--- src/sv/trilinear_grid_sampler_unit_macros.svh ---
// Assertion macros shared by the grid sampler modules.
`ifndef TRILINEAR_GRID_SAMPLER_UNIT_MACROS_SVH
`define TRILINEAR_GRID_SAMPLER_UNIT_MACROS_SVH

`ifndef SYNTHESIS

// Property must hold at every clock edge outside reset.
`define TGS_ASSERT(lbl, clk, rst_n, prop, msg) \
    lbl: assert property (@(posedge clk) disable iff (!rst_n) prop) else $error(msg);

// Condition must never be seen outside reset.
`define TGS_ASSERT_NEVER(lbl, clk, rst_n, cond, msg) \
    lbl: assert property (@(posedge clk) disable iff (!rst_n) !(cond)) else $error(msg);

`else

`define TGS_ASSERT(lbl, clk, rst_n, prop, msg)
`define TGS_ASSERT_NEVER(lbl, clk, rst_n, cond, msg)

`endif

`endif

--- src/sv/tgs_pkg.sv ---
// Shared types and constants of the trilinear grid sampler.
package tgs_pkg;

    localparam int POS_W     = 16;
    localparam int ADDR_W    = 16;
    localparam int IDX_W     = 8;
    localparam int MEM_DEPTH = 2 ** ADDR_W;
    localparam int Q_DEPTH   = 4;

    localparam logic MODE_WRITE  = 1'b0;
    localparam logic MODE_SAMPLE = 1'b1;

    typedef logic [ADDR_W-1:0] t_addr;
    typedef logic [IDX_W-1:0]  t_idx;

endpackage

--- src/sv/tgs_fifo.sv ---
// Short show-ahead queue between the front stage and the memory pipeline.
`include "trilinear_grid_sampler_unit_macros.svh"

module tgs_fifo #(
    parameter int WIDTH = 8
) (
    input  logic             i_clk,
    input  logic             i_rst_n,
    input  logic             i_valid,
    output logic             o_full,
    input  logic [WIDTH-1:0] i_data,
    output logic             o_valid,
    input  logic             i_pop,
    output logic [WIDTH-1:0] o_data
);
    import tgs_pkg::*;

    localparam int PW = $clog2(Q_DEPTH);

    logic [WIDTH-1:0] r_mem [Q_DEPTH];
    logic [PW-1:0]    r_wp;
    logic [PW-1:0]    r_rp;
    logic [PW:0]      r_count;
    logic [PW:0]      n_count;
    logic             w_push;
    logic             w_pop;

    assign o_full  = (r_count == (PW + 1)'(Q_DEPTH));
    assign o_valid = (r_count != '0);
    assign w_push  = i_valid && !o_full;
    assign w_pop   = i_pop && o_valid;
    assign o_data  = r_mem[r_rp];

    always_comb begin
        n_count = r_count;
        if (w_push && !w_pop) begin
            n_count = r_count + 1'b1;
        end else if (w_pop && !w_push) begin
            n_count = r_count - 1'b1;
        end
    end

    always_ff @(posedge i_clk) begin
        if (!i_rst_n) begin
            r_wp    <= '0;
            r_rp    <= '0;
            r_count <= '0;
        end else begin
            r_count <= n_count;
            if (w_push) begin
                r_wp <= r_wp + 1'b1;
            end
            if (w_pop) begin
                r_rp <= r_rp + 1'b1;
            end
        end
    end

    always_ff @(posedge i_clk) begin
        if (w_push) begin
            r_mem[r_wp] <= i_data;
        end
    end

    `TGS_ASSERT_NEVER(a_count_bound, i_clk, i_rst_n, r_count > (PW + 1)'(Q_DEPTH), "queue over depth")
    `TGS_ASSERT_NEVER(a_pop_empty, i_clk, i_rst_n, i_pop && (r_count == '0), "pop from empty queue")
    `TGS_ASSERT(a_count_up, i_clk, i_rst_n, (w_push && !w_pop) |=> (r_count == $past(r_count) + 1'b1), "queue count lost a push")

endmodule

--- config.mk ---
export PLATFORM = sky130hd
export DESIGN_NAME = tgs_fifo
export DESIGN_NICKNAME = d
export VERILOG_FILES = /design/src/sv/tgs_pkg.sv /design/src/sv/tgs_fifo.sv
export VERILOG_INCLUDE_DIRS = /design/src /design/src/sv
export SDC_FILE = /design/constraint.sdc
export NUM_CORES = 1
export LEC_CHECK = 0
export ABC_AREA = 1
export BUFFER_PORTS_ARGS = -buffer_cell sky130_fd_sc_hd__buf_2
export CAP_MARGIN = 10
export CORE_MARGIN = 4
export CORE_UTILIZATION = 40
export DETAILED_ROUTE_END_ITERATION = 10
export GPL_TIMING_DRIVEN = 0
export HOLD_SLACK_MARGIN = 0.05
export RECOVER_POWER = 25
export SLEW_MARGIN = 25
export SYNTH_ARGS = -nofsm -noshare
export SYNTH_HDL_FRONTEND = slang
export SYNTH_SLANG_ARGS = --single-unit
--- constraint.sdc ---
create_clock -name i_clk -period 3.7 [get_ports i_clk]
set_input_delay 0.185 -clock i_clk [delete_from_list [all_inputs] [get_ports i_clk]]
set_output_delay 0.185 -clock i_clk [all_outputs]
set_load 0.01 [all_outputs]
==> summary.txt <==
Outcome
  – Status: finished, final reports clean

Setup path
  – CP Data Arrival Time: between 2000 and 2500 ps
  – CP endpoint: r_count[1]$_SDFFE_PN0P_
  – Critical Path Source Type: register
  – Delay-heaviest family, CP: adder cells
  – Worst EP required: about 3900 ps
  – Reg2Reg Capture Point: r_count[1]$_SDFFE_PN0P_
  – CP peak stage delay: approximately 420 ps
  – Setup crit end kind: register
  – Kind of critical path: register to register
  – Worst Setup SP: r_count[1]$_SDFFE_PN0P_
  – Crit path buf inv count: 2
  – Cells along the critical path: nor2_2 -> nand2_2 -> nand2_2 -> inv_2 -> ha_1 -> inv_1 -> fa_1 -> o21ai_0 -> nor2_1
  – CP max-delay cell: fa_1
  – Worst path depth: 9
  – CP max FO: 5
  – R2r startpoint: r_count[1]$_SDFFE_PN0P_
  – CP most frequent cell: nand2_2
  – R2R Setup Slk: approximately 1800 ps
  – FF-to-FF path depth: 9

Floorplanning
  – Rows: 23
  – Initial Util: 0.417
  – Die Ht: approximately 73 um
  – Core footprint: about 4100 um^2
  – Die X-Extent: approximately 73 um
  – I/O pin count: 22
  – Die Area: about 5300 um^2

Clock tree
  – CTS Root Buffer Type: clkbuf_8
  – H-tree Lvls: 2
  – Worst-path clk slew: about 80 ps
  – Max clock buf depth: 2
  – Setup bufs post-CTS: 0
  – CTS tree: done
  – Cts bufs inserted: 5
  – Clock Latency Late Sink: around 290 ps
  – Clock Sinks: about 40
  – Post-CTS sizing: 0
  – Hold_buf cts: 0

Timing
  – Hold WS: 117 ps
  – Worst Skew: 4.87 ps
  – Fmax: 0.537 GHz
  – Period Utilization, post-route: 0.503
  – Setup_tns: 0 ps
  – Final Hold Vio Count: 0
  – Slew HR: 0.427
  – Measured slew at the worst slew-check pin: approximately 860 ps
  – Max-slew violations: 0
  – Final min period: roughly 1900 ps
  – Setup Viol. Count Final: 0
  – Unrepaired setup endpoints after global routing: no

Pwr
  – Sequential fraction of design power: 0.478
  – Internal: approximately 840 uW
  – Worst ir drop on vdd: about 350 uV
  – Pwr Density: between 600 and 700 nW/um^2
  – Sw frac: 0.343
  – Leakage: between 0.7 and 0.8 nW
  – Clk pwr share: 0.218
  – Power share of the combinational group: 0.304
  – P_sw: ~440 uW

Min path
  – Worst hold path type: primary input to register

Flow run
  – Max-cap violations: 0

Synthesis
  – Warnings, synthesis: 0
  – Syn Inst Count: ~150
  – Yosys cell types: 19
  – FF+latch count, synth: 41
  – Syn_area_per_cell: between 10 and 15 um^2
  – Mapped Area: 1690 um^2
  – Cell taking the most area after synthesis: edfxtp_1
  – Synth top area cells: edfxtp_1, dfxtp_1, nor2_1, o21ai_0, ha_1
  – Synth Net Count: 163
  – Sequential fraction of the synthesis area: 0.675
  – Yosys top cell area share: 0.568

Detailed routing
  – Initial DRC count: between 60 and 70
  – Post-route ant nets: 0
  – DRT Wirelength: 3320 um
  – Drt drc: 0
  – Routed vias: approximately 1100
  – Vias/cell: between 4 and 5
  – Pre-Repair DR Iteration Count: 4
  – Post-DR wirelength/cell: around 15 um

Layout
  – Fraction of layout cells with a size suffix above 1: 0.207
  – Inserted Diodes: 0
  – Area grow syn2layout: 14.6%
  – Final Cell Area: approximately 1900 um^2
  – Fin nets: about 190

Global route
  – First-pass GRT wire length: about 5400 um
  – Global route total overflow: 0
  – Vias in the first global route: approximately 1200
  – Total Routing Usage GR: 0.137
  – Largest net degree at the start of global routing: 14
  – Number of antenna violations at the first check in global routing: 0

Place
  – Placed Area: between 1500 and 2000 um^2
  – Final GP Congestion: ~0.75
  – Post-detail-place hpwl: 2310 um
  – I/O Buffers: 21
## area by class of cell
type | count | area, um^2
Tap cell | 50 | 62.6
Multi-Input combinational cell | 85 | 464
Fill cell | 378 | 2120
Clock inverter | 3 | 17.5
Inverter | 17 | 63.8
Buffer | 2 | 22.5
Sequential cell | 41 | 1140
Timing Repair Buffer | 21 | 97.6
Clock buffer | 5 | 68.8
## power by group through the flow
stage / combinational (mW) / sequential (mW) / clock, mW
after detailed placement: 0.394 / 0.624 / 0
final: 0.390 / 0.612 / 0.280
after floorplan: 0.267 / 0.608 / 0
after global placement: 0.375 / 0.619 / 0
after CTS: 0.397 / 0.614 / 0.289
after global routing: 0.441 / 0.622 / 0.309
## worst min path at each step
stage	from	to	slack, ps	cells past startpoint
after detailed placement	i_data[5]	r_mem[0][5]$_DFFE_PP_	400	1
after floorplan	i_data[0]	r_mem[0][0]$_DFFE_PP_	280	0
after CTS	i_data[5]	r_mem[0][5]$_DFFE_PP_	100	1
final	i_data[0]	r_mem[0][0]$_DFFE_PP_	120	1
after global routing	i_data[0]	r_mem[0][0]$_DFFE_PP_	120	1
after global placement	i_data[5]	r_mem[3][5]$_DFFE_PP_	400	1
## state kept, by name, indices dropped and copies added (netlist names), named ones only
| signal | flops |
|---|---|
| r_count | 3 |
| r_mem | 32 |
| r_rp | 2 |
| r_wp | 2 |
## metal layers
metal | GRT usage | routed length (um) | share of wire
met5 | 0 | 0 | 0
met2 | 0.254 | 1770 | 0.53
met3 | 0.0413 | 132 | 0.040
met4 | 0.0430 | 38 | 0.011
met1 | 0.147 | 1380 | 0.42
## cells in the final DEF, fill, tap and decap left out
| cell type | Yosys | final |
|---|---|---|
| edfxtp_1 | 32 | 32 |
| nor2_1 | 28 | 28 |
| inv_1 | 15 | 15 |
| buf_2 | 0 | 15 |
| o21ai_0 | 13 | 13 |
| nand2_1 | 11 | 11 |
| dfxtp_1 | 9 | 9 |
| o22ai_1 | 8 | 8 |
| clkbuf_1 | 0 | 6 |
| ha_1 | 5 | 5 |
| clkbuf_8 | 0 | 5 |
| nand2_2 | 4 | 4 |
| nand3_1 | 4 | 4 |
| o21ai_2 | 3 | 3 |
| a21oi_1 | 3 | 3 |
| nor2_2 | 2 | 2 |
| inv_2 | 2 | 2 |
| buf_6 | 2 | 2 |
| clkinv_2 | 0 | 2 |
| o21ai_1 | 1 | 1 |
| xor2_1 | 1 | 1 |
| nand3b_1 | 1 | 1 |
| fa_1 | 1 | 1 |
| clkinvlp_4 | 0 | 1 |
## kinds of logic after synthesis
family                   synth area share
AND/OR/NAND/NOR                     0.125
flip-flops                          0.675
AO/OA/AOI/OAI                      0.0954
buffers and inverters              0.0510
adder cells (fa/ha/maj)            0.0488
XOR/XNOR                          0.00518
## cell usage after synthesis
cell type / n
edfxtp_1: 32
nor2_1: 28
inv_1: 15
o21ai_0: 13
nand2_1: 11
dfxtp_1: 9
o22ai_1: 8
ha_1: 5
nand2_2: 4
nand3_1: 4
a21oi_1: 3
o21ai_2: 3
buf_6: 2
inv_2: 2
nor2_2: 2
fa_1: 1
nand3b_1: 1
o21ai_1: 1
xor2_1: 1
## through the flow
stage / power (mW) / utilization / setup WS (ps) / cells
floorplan: 0.875 / - / 2030 / 145
global placement: 0.994 / 0.458 / 1930 / 216
detailed placement: 1.02 / 0.458 / 1860 / 216
CTS: 1.30 / 0.479 / 1830 / 224
global route: 1.37 / 0.478 / 1720 / 224
finish: 1.28 / 0.478 / 1840 / 224
## worst register-to-register path: cells and delay by family, from the launching register on
| family | cells | cell delay, ps |
|---|---|---|
| AO/OA/AOI/OAI | 1 | 180 |
| adder cells (fa/ha/maj) | 2 | 640 |
| buffers and inverters | 2 | 160 |
| flip-flops | 1 | 350 |
| AND/OR/NAND/NOR | 4 | 430 |
(Power assumes the default switching activity.)
