## src/sv/trilinear_grid_sampler_unit_macros.svh

```systemverilog
// Assertion macros shared by the grid sampler modules.
`ifndef TRILINEAR_GRID_SAMPLER_UNIT_MACROS_SVH
`define TRILINEAR_GRID_SAMPLER_UNIT_MACROS_SVH

`ifndef SYNTHESIS

// Property must hold at every clock edge outside reset.
`define TGS_ASSERT(lbl, clk, rst_n, prop, msg) \
    lbl: assert property (@(posedge clk) disable iff (!rst_n) prop) else $error(msg);

// Condition must never be seen outside reset.
`define TGS_ASSERT_NEVER(lbl, clk, rst_n, cond, msg) \
    lbl: assert property (@(posedge clk) disable iff (!rst_n) !(cond)) else $error(msg);

`else

`define TGS_ASSERT(lbl, clk, rst_n, prop, msg)
`define TGS_ASSERT_NEVER(lbl, clk, rst_n, cond, msg)

`endif

`endif

```

## src/sv/tgs_pkg.sv

```systemverilog
// Shared types and constants of the trilinear grid sampler.
package tgs_pkg;

    localparam int POS_W     = 16;
    localparam int ADDR_W    = 16;
    localparam int IDX_W     = 8;
    localparam int MEM_DEPTH = 2 ** ADDR_W;
    localparam int Q_DEPTH   = 4;

    localparam logic MODE_WRITE  = 1'b0;
    localparam logic MODE_SAMPLE = 1'b1;

    typedef logic [ADDR_W-1:0] t_addr;
    typedef logic [IDX_W-1:0]  t_idx;

endpackage

```

## src/sv/tgs_front.sv

```systemverilog
// Front stage: accepts items, clamps and splits sample positions, forms the y/z address part.
module tgs_front #(
    parameter int GRID_Y      = 64,
    parameter int GRID_X      = 32,
    parameter int GRID_Z      = 32,
    parameter int FRAC_BITS   = 8,
    parameter int VALUE_WIDTH = 16
) (
    input  logic                          i_clk,
    input  logic                          i_rst_n,
    input  logic                          i_valid,
    output logic                          o_stall,
    input  logic                          i_mode,
    input  logic [tgs_pkg::ADDR_W-1:0]    i_cell_index,
    input  logic signed [15:0]            i_cell_value,
    input  logic signed [tgs_pkg::POS_W-1:0] i_pos_x,
    input  logic signed [tgs_pkg::POS_W-1:0] i_pos_y,
    input  logic signed [tgs_pkg::POS_W-1:0] i_pos_z,
    output logic                          o_valid,
    input  logic                          i_full,
    output logic [1+tgs_pkg::ADDR_W+VALUE_WIDTH+tgs_pkg::IDX_W+3*FRAC_BITS-1:0] o_item
);
    import tgs_pkg::*;

    localparam int QW   = 1 + ADDR_W + VALUE_WIDTH + IDX_W + 3 * FRAC_BITS;
    localparam int HI_X = (GRID_X - 1) * (2 ** FRAC_BITS) - 1;
    localparam int HI_Y = (GRID_Y - 1) * (2 ** FRAC_BITS) - 1;
    localparam int HI_Z = (GRID_Z - 1) * (2 ** FRAC_BITS) - 1;

    logic          r_valid;
    logic          n_valid;
    logic [QW-1:0] r_item;
    logic [QW-1:0] n_item;
    logic          w_accept;
    logic          w_push;

    logic [POS_W-1:0]     w_cx;
    logic [POS_W-1:0]     w_cy;
    logic [POS_W-1:0]     w_cz;
    t_idx                 w_ix;
    t_idx                 w_iy;
    t_idx                 w_iz;
    t_addr                w_yz;
    logic signed [VALUE_WIDTH-1:0] w_value;

    // Saturate a signed position to [0, hi].
    function automatic logic [POS_W-1:0] clamp_pos(input logic signed [POS_W-1:0] p,
                                                   input int hi);
        logic signed [31:0] w;
        w = 32'(p);
        if (w < 0) begin
            w = 0;
        end else if (w > hi) begin
            w = hi;
        end
        return POS_W'(w);
    endfunction

    assign w_push   = r_valid && !i_full;
    assign o_stall  = r_valid && i_full;
    assign w_accept = i_valid && !o_stall;

    always_comb begin
        w_cx    = clamp_pos(i_pos_x, HI_X);
        w_cy    = clamp_pos(i_pos_y, HI_Y);
        w_cz    = clamp_pos(i_pos_z, HI_Z);
        w_ix    = IDX_W'(w_cx >> FRAC_BITS);
        w_iy    = IDX_W'(w_cy >> FRAC_BITS);
        w_iz    = IDX_W'(w_cz >> FRAC_BITS);
        w_yz    = ADDR_W'(32'(w_iy) + GRID_Y * 32'(w_iz));
        w_value = VALUE_WIDTH'(i_cell_value);
        if (i_mode == MODE_SAMPLE) begin
            n_item = {MODE_SAMPLE, w_yz, {VALUE_WIDTH{1'b0}}, w_ix,
                      w_cx[FRAC_BITS-1:0], w_cy[FRAC_BITS-1:0], w_cz[FRAC_BITS-1:0]};
        end else begin
            n_item = {MODE_WRITE, i_cell_index, w_value, {IDX_W{1'b0}},
                      {(3 * FRAC_BITS){1'b0}}};
        end
    end

    always_comb begin
        n_valid = r_valid;
        if (w_accept) begin
            n_valid = 1'b1;
        end else if (w_push) begin
            n_valid = 1'b0;
        end
    end

    always_ff @(posedge i_clk) begin
        if (!i_rst_n) begin
            r_valid <= 1'b0;
        end else begin
            r_valid <= n_valid;
        end
    end

    always_ff @(posedge i_clk) begin
        if (w_accept) begin
            r_item <= n_item;
        end
    end

    assign o_valid = r_valid;
    assign o_item  = r_item;

endmodule

```

## config.mk

```make
export PLATFORM = sky130hd
export DESIGN_NAME = tgs_front
export DESIGN_NICKNAME = d
export VERILOG_FILES = /design/src/sv/trilinear_grid_sampler_unit_macros.svh /design/src/sv/tgs_pkg.sv /design/src/sv/tgs_front.sv
export SDC_FILE = /design/constraint.sdc
export NUM_CORES = 1
export LEC_CHECK = 0
export BUFFER_PORTS_ARGS = -buffer_cell sky130_fd_sc_hd__clkbuf_2
export CAP_MARGIN = 20
export CORE_MARGIN = 5
export CORE_UTILIZATION = 47
export CTS_CLUSTER_SIZE = 12
export DETAILED_ROUTE_END_ITERATION = 6
export PLACE_DENSITY_LB_ADDON = 0.25
export SYNTH_ARGS = -nofsm -noshare
export SYNTH_HDL_FRONTEND = slang
export SYNTH_SLANG_ARGS = --single-unit
```

## constraint.sdc

```tcl
create_clock -name i_clk -period 9 [get_ports i_clk]
set_clock_uncertainty 0.15 [all_clocks]
set_input_delay 1.8 -clock i_clk [delete_from_list [all_inputs] [get_ports i_clk]]
set_output_delay 1.8 -clock i_clk [all_outputs]
set_load 0.05 [all_outputs]
```

==> impl_results.md, run 1 <==
- Post-Place Worst Slack: 4.65 ns
- Register bit count reported by yosys: 66
- Die X: 86.7 um
- Netlist cell types: 35
- DIE AREA: 7520 sq um
- GRT Total Usage: 17.1%
- Hold crit path type: flip-flop to flip-flop
- Design area: 3780 sq um
- Most frequent cells in the layout: clkbuf_2, edfxtp_1, o21a_1
- Final Util: 65.1%
- First-pass GRT wire length: 9950 um
- Max Cap Violations: 0
- Multi-input logic area: 771 sq um
- FF-to-FF Start: o_valid
- Cell area after synthesis: 2770 sq um
- Gate power share: 20.6%
- PostCTS Resize Cnt: 0
- Remaining DRCs: 0
- 1st-iter DRT viols: 101
- TritonCTS Buffers: 9
- Clock root buffer: clkbuf_8
- Total power divided by cell area: 190 nW/um^2
- Final setup vio count: 0
- Slew headroom: 43.1%
- Hold_ws: 0.530 ns
- Filler cells: 493
- Final Hold Vio Count: 0
- Overall Power: 0.720 mW
- Post-DP Area: 3620 sq um
- Sequential cell area: 1970 sq um
- CTS sink count: 66
- TritonRoute pass-1 iters: 4
- Reg2reg setup slack: 7.20 ns
- Final Slew Violations: 0
- Asr flop ratio synth: 0%
- Critical path fanouts, max: 3
- DR vias: 2080
- Hold Buf Count CTS: 0
- Final wirelength: 6500 um
- DP Cell Count: 415
- DR vias/cell: 4.83
- Pleak: 1.66 nW
- Core Box Area: 5820 sq um
- Fmax: 231 MHz
- H-Tree Depth: 3
- WHS Endpoint: o_valid
- Synthesized area per cell: 14.6 sq um
- GRT overflow: 0
- Worst Max-Slew Pin Slew: 0.852 ns
- Pin count of the biggest net entering global routing: 66
- Dpl hpwl: 4900 um
- FP Rows: 28
- Status: finished clean
- Initial Util: 47.6%
- Required time of the worst setup path: 7.05 ns
- Warnings, synthesis: 0
- Routed wire per std cell: 15.1 um
- Register area share after synthesis: 71.2%
- Fin crit share: 48.1%
- Sw Ratio: 30.7%
- VDD IR max: 0.109 mV
- Period minus WS final: 4.33 ns
- Worst path arrival time: 2.38 ns
- Maximum clock insertion buffer count: 2
- Post-synth EDFFs: 65
- Critical Path Sink Type: output pin
- Sequential power share: 51.1%
- Reg2reg end: o_item[58]
- Clock share of power: 28.2%
- Startpoint Class: primary input
- Reg2Reg Depth: 3
- P_int: 0.499 mW
- Cells after Synth: 190
- Port bufs: 151
- Vert. Die Dim: 86.7 um
- Area grow syn2layout: 36.7%
- Antenna-violating nets left: 0
- Diode count: 0
- Crit Path Category: primary input to output pin
- Most used DFF post-synth: edfxtp_1
- Share of cells above drive strength 1: 48.0%
- RSZ-0062 raised after global routing: no
- Clk pin slew, worst setup/hold paths: 0.07 ns
- Cell Count, Final, Fillers Out: 431
- Setup bufs post-CTS: 0
- Vias in the first global route: 2083
- Initial antenna violation count: 0
- Final net count: 439
- Final setup TNS: 0 ns
- Placer congestion estimate: 0.825
- IO Pins: 152
- Final worst slack: 4.67 ns
- Sw power: 0.221 mW
- Commonest non-fill, non-tap cell in the layout: clkbuf_2
- Worst skew pair latency: 0.32 ns
- Hold path cells: 2
- Worst hold path startpoint: o_valid
- CTS tree: done
[worst max-delay path, stage by stage]
cell and delay, ns:
clkbuf_2 0.07, and2_1 0.20, clkbuf_2 0.31
[Yosys cell counts (all sizes together), types with 3 or more instances]
cell	count	share of area, %
inv	6	0.81
o21ai	3	0.54
o21a	26	7.1
o221ai	3	0.95
edfxtp	65	71
o31a	4	1.3
buf	4	0.63
nor2	9	1.2
nor2b	23	5.2
nand2	11	1.5
o31ai	6	1.6
[how the worst max path moves through the flow]
stage / startpoint / to / slack [ns] / depth (start not counted)
floorplan: i_full / o_item[0] / 3.27 / 2
global placement: i_full / o_stall / 4.69 / 3
detailed placement: i_full / o_stall / 4.65 / 3
CTS: i_full / o_stall / 4.65 / 3
global route: i_full / o_stall / 4.65 / 3
finish: i_full / o_stall / 4.67 / 3
[kinds of logic (layout without fill, tap and decap cells)]
| kind of cell | Yosys count | in the layout | share of synthesized area [%] |
|---|---|---|---|
| compound gates | 49 | 49 | 13.4 |
| fa+ha+maj | 3 | 3 | 1.63 |
| buf+inv | 12 | 174 | 1.72 |
| flops | 66 | 66 | 71.2 |
| mux | 2 | 2 | 0.814 |
| other cells | 2 | 6 | 0.271 |
| simple gates | 56 | 56 | 10.9 |
[registers in the layout (all words and copies together) (netlist names)]
register	flops
o_valid	1
o_item	65
[per-layer routing]
metal | global-route usage (%) | vias to the layer above | wire length, um
met5 | 0 | - | 0
met4 | 6.66 | 0 | 80
li1 | - | 1034 | -
met1 | 21.2 | 956 | 2640
met2 | 28.0 | 83 | 3280
met3 | 5.13 | 7 | 503
[power groups by stage]
stage                     Combinational [mW]  Clock, mW  Sequential, mW
final                                  0.149      0.203           0.368
after global routing                   0.157      0.226           0.370
after CTS                              0.150      0.211           0.368
after detailed placement               0.149          0           0.375
after global placement                 0.148          0           0.375
after floorplan                       0.0299          0           0.448
[area by class of cell]
| cell class | count | area share, % |
|---|---|---|
| Sequential cell | 66 | 52.1 |
| Multi-Input combinational cell | 116 | 20.4 |
| Timing Repair Buffer | 152 | 20.2 |
| Clock buffer | 10 | 3.37 |
| Tap cell | 75 | 2.48 |
| Clock inverter | 6 | 0.893 |
| Inverter | 6 | 0.595 |
(Power assumes the default switching activity.)
==> inputs of run 2 (changes only) <==
- CORE_UTILIZATION: 47 -> 44
- clock period: 9 -> 4.1 ns (I/O delays scaled with it)
==> impl_results.md, run 2 (synthesis results as in run 1) <==
- DIE AREA: 7980 sq um (was 7520 sq um)
- Cell mode on critical path: clkbuf_2 (unchanged)
- TritonCTS Buffers: 9 (unchanged)
- Maximum clock insertion buffer count: 2 (unchanged)
- GRT Total Usage: 17.1% (about the same)
- Pleak: 1.67 nW (was 1.66 nW)
- Fin crit share: 57.7%
- Placer congestion estimate: 0.864 (was 0.825)
- Setup crit start: i_full (unchanged)
- VDD IR max: 0.235 mV (was 0.109 mV)
- WP buf/inv: 2 (unchanged)
- Dpl hpwl: 5290 um (was 4900 um)
- Routed wire per std cell: 15.5 um (was 15.1 um)
- Worst hold path startpoint: o_valid (unchanged)
- Most frequent cells in the layout: clkbuf_2, edfxtp_1, o21a_1 (unchanged)
- CTS tree: done (unchanged)
- FP Rows: 28 (unchanged)
- Hold crit path type: flip-flop to flip-flop (unchanged)
- Setup bufs post-CTS: 0 (unchanged)
- Crit Path Category: primary input to output pin (unchanged)
- Critical-path cell list: clkbuf_2 -> and2_1 -> clkbuf_2 (unchanged)
- Required time of the worst setup path: 3.13 ns (was 7.05 ns)
- Fmax: 423 MHz
- Commonest non-fill, non-tap cell in the layout: clkbuf_2 (unchanged)
- PostCTS Resize Cnt: 0 (unchanged)
- Final setup TNS: 0 ns (unchanged)
- Final Slew Violations: 0 (unchanged)
- Number of flip-flops in the largest register: 65 (unchanged)
- Critical Path Sink Type: output pin (unchanged)
- Filler cells: 488 (was 493)
- Clk pin slew, worst setup/hold paths: 0.07 ns (about the same)
- DR vias/cell: 4.95 (was 4.83)
- Clock root buffer: clkbuf_8 (unchanged)
- Startpoint Class: primary input (unchanged)
- Worst skew pair latency: 0.31 ns (was 0.32 ns)
- First-pass GRT wire length: 10200 um (was 9950 um)
- Worst path arrival time: 1.40 ns (was 2.38 ns)
- Period minus WS final: 2.37 ns
- Final Hold Vio Count: 0 (unchanged)
- Worst Max-Slew Pin Slew: 0.816 ns (was 0.852 ns)
- Port bufs: 151 (unchanged)
- Antenna-violating nets left: 0 (unchanged)
- Crit-path leading delay family: buffers and inverters (unchanged)
- Vias in the first global route: 2170 (was 2083)
- Critical path fanouts, max: 3 (unchanged)
- Pin count of the biggest net entering global routing: 66 (unchanged)
- Total power divided by cell area: 425 nW/um^2 (was 190 nW/um^2)
- Hold Buf Count CTS: 0 (unchanged)
- Final net count: 440 (was 439)
- Status: finished clean (unchanged)
- FF-to-FF Start: o_valid (unchanged)
- H-Tree Depth: 3 (unchanged)
- Vert. Die Dim: 89.3 um (was 86.7 um)
- Max Cap Violations: 0 (unchanged)
- CTS sink count: 66 (unchanged)
- TritonRoute pass-1 iters: 4 (unchanged)
- Remaining DRCs: 0 (unchanged)
- Initial Util: 45.9% (was 47.6%)
- IO Pins: 152 (unchanged)
- Share of cells above drive strength 1: 47.9% (was 48.0%)
- Final wirelength: 6710 um (was 6500 um)
- GRT overflow: 0 (unchanged)
- Final setup vio count: 0 (unchanged)
- Post-DP Area: 3630 sq um (was 3620 sq um)
- Area grow syn2layout: 37.5% (was 36.7%)
- Design area: 3800 sq um (was 3780 sq um)
- Core Box Area: 6030 sq um (was 5820 sq um)
- Die X: 89.3 um (was 86.7 um)
- 1st-iter DRT viols: 44 (was 101)
- Slew headroom: 45.6% (was 43.1%)
- RSZ-0062 raised after global routing: no (unchanged)
- Diode count: 0 (unchanged)
- Initial antenna violation count: 0 (unchanged)
- Final Util: 63.1% (was 65.1%)
- DR vias: 2137 (was 2080)
- Slowest-stage cell, CP: clkbuf_2 (unchanged)
- Crit-path max cell delay: 0.31 ns (about the same)
- Hold_ws: 0.532 ns (was 0.530 ns)
run 2: per-layer routing:
layer  track usage [%]  up-vias  routed length [um]
li1                  -     1036                   -
met1              20.2     1003                2560
met2              30.1       91                3460
met3              4.79        7                 622
met4              5.28        0                  57
met5                 0        -                   0
run 2: final cells by class:
class | instances | area, sq um | area share (%)
clock buffer | 14 | 163 | 4.27
clock inverter | 2 | 12.5 | 0.329
inverter | 6 | 22.5 | 0.592
multi-input combinational | 116 | 771 | 20.3
sequential | 66 | 1970 | 51.8
tap | 75 | 93.8 | 2.47
timing repair buffer | 153 | 771 | 20.3
run 2: worst min-delay path: stages, from the launching register on:
cell	delay (ns)
dfxtp_1	0.33
and2_1	0.20
o21a_1	0.13
run 2: final timing paths:
path	endpoint	depth (start not counted)	slack [ns]
min reg2reg	o_valid	2	0.53
max	o_stall	3	1.73
min	o_valid	2	0.53
max reg2reg	o_item[64]	3	2.31
run 2: stage by stage:
stage	total power, mW	worst slack [ns]	instances
finish	1.62	1.73	432
global route	1.69	1.69	432
CTS	1.63	1.73	432
detailed placement	1.15	1.49	416
global placement	1.15	1.49	416
floorplan	1.05	0.584	194
run 2: power breakdown:
part	switching [mW]	internal, mW
clock network	0.227	0.253
logic	0.242	0.0858
registers	0.0126	0.796
total	0.482	1.13
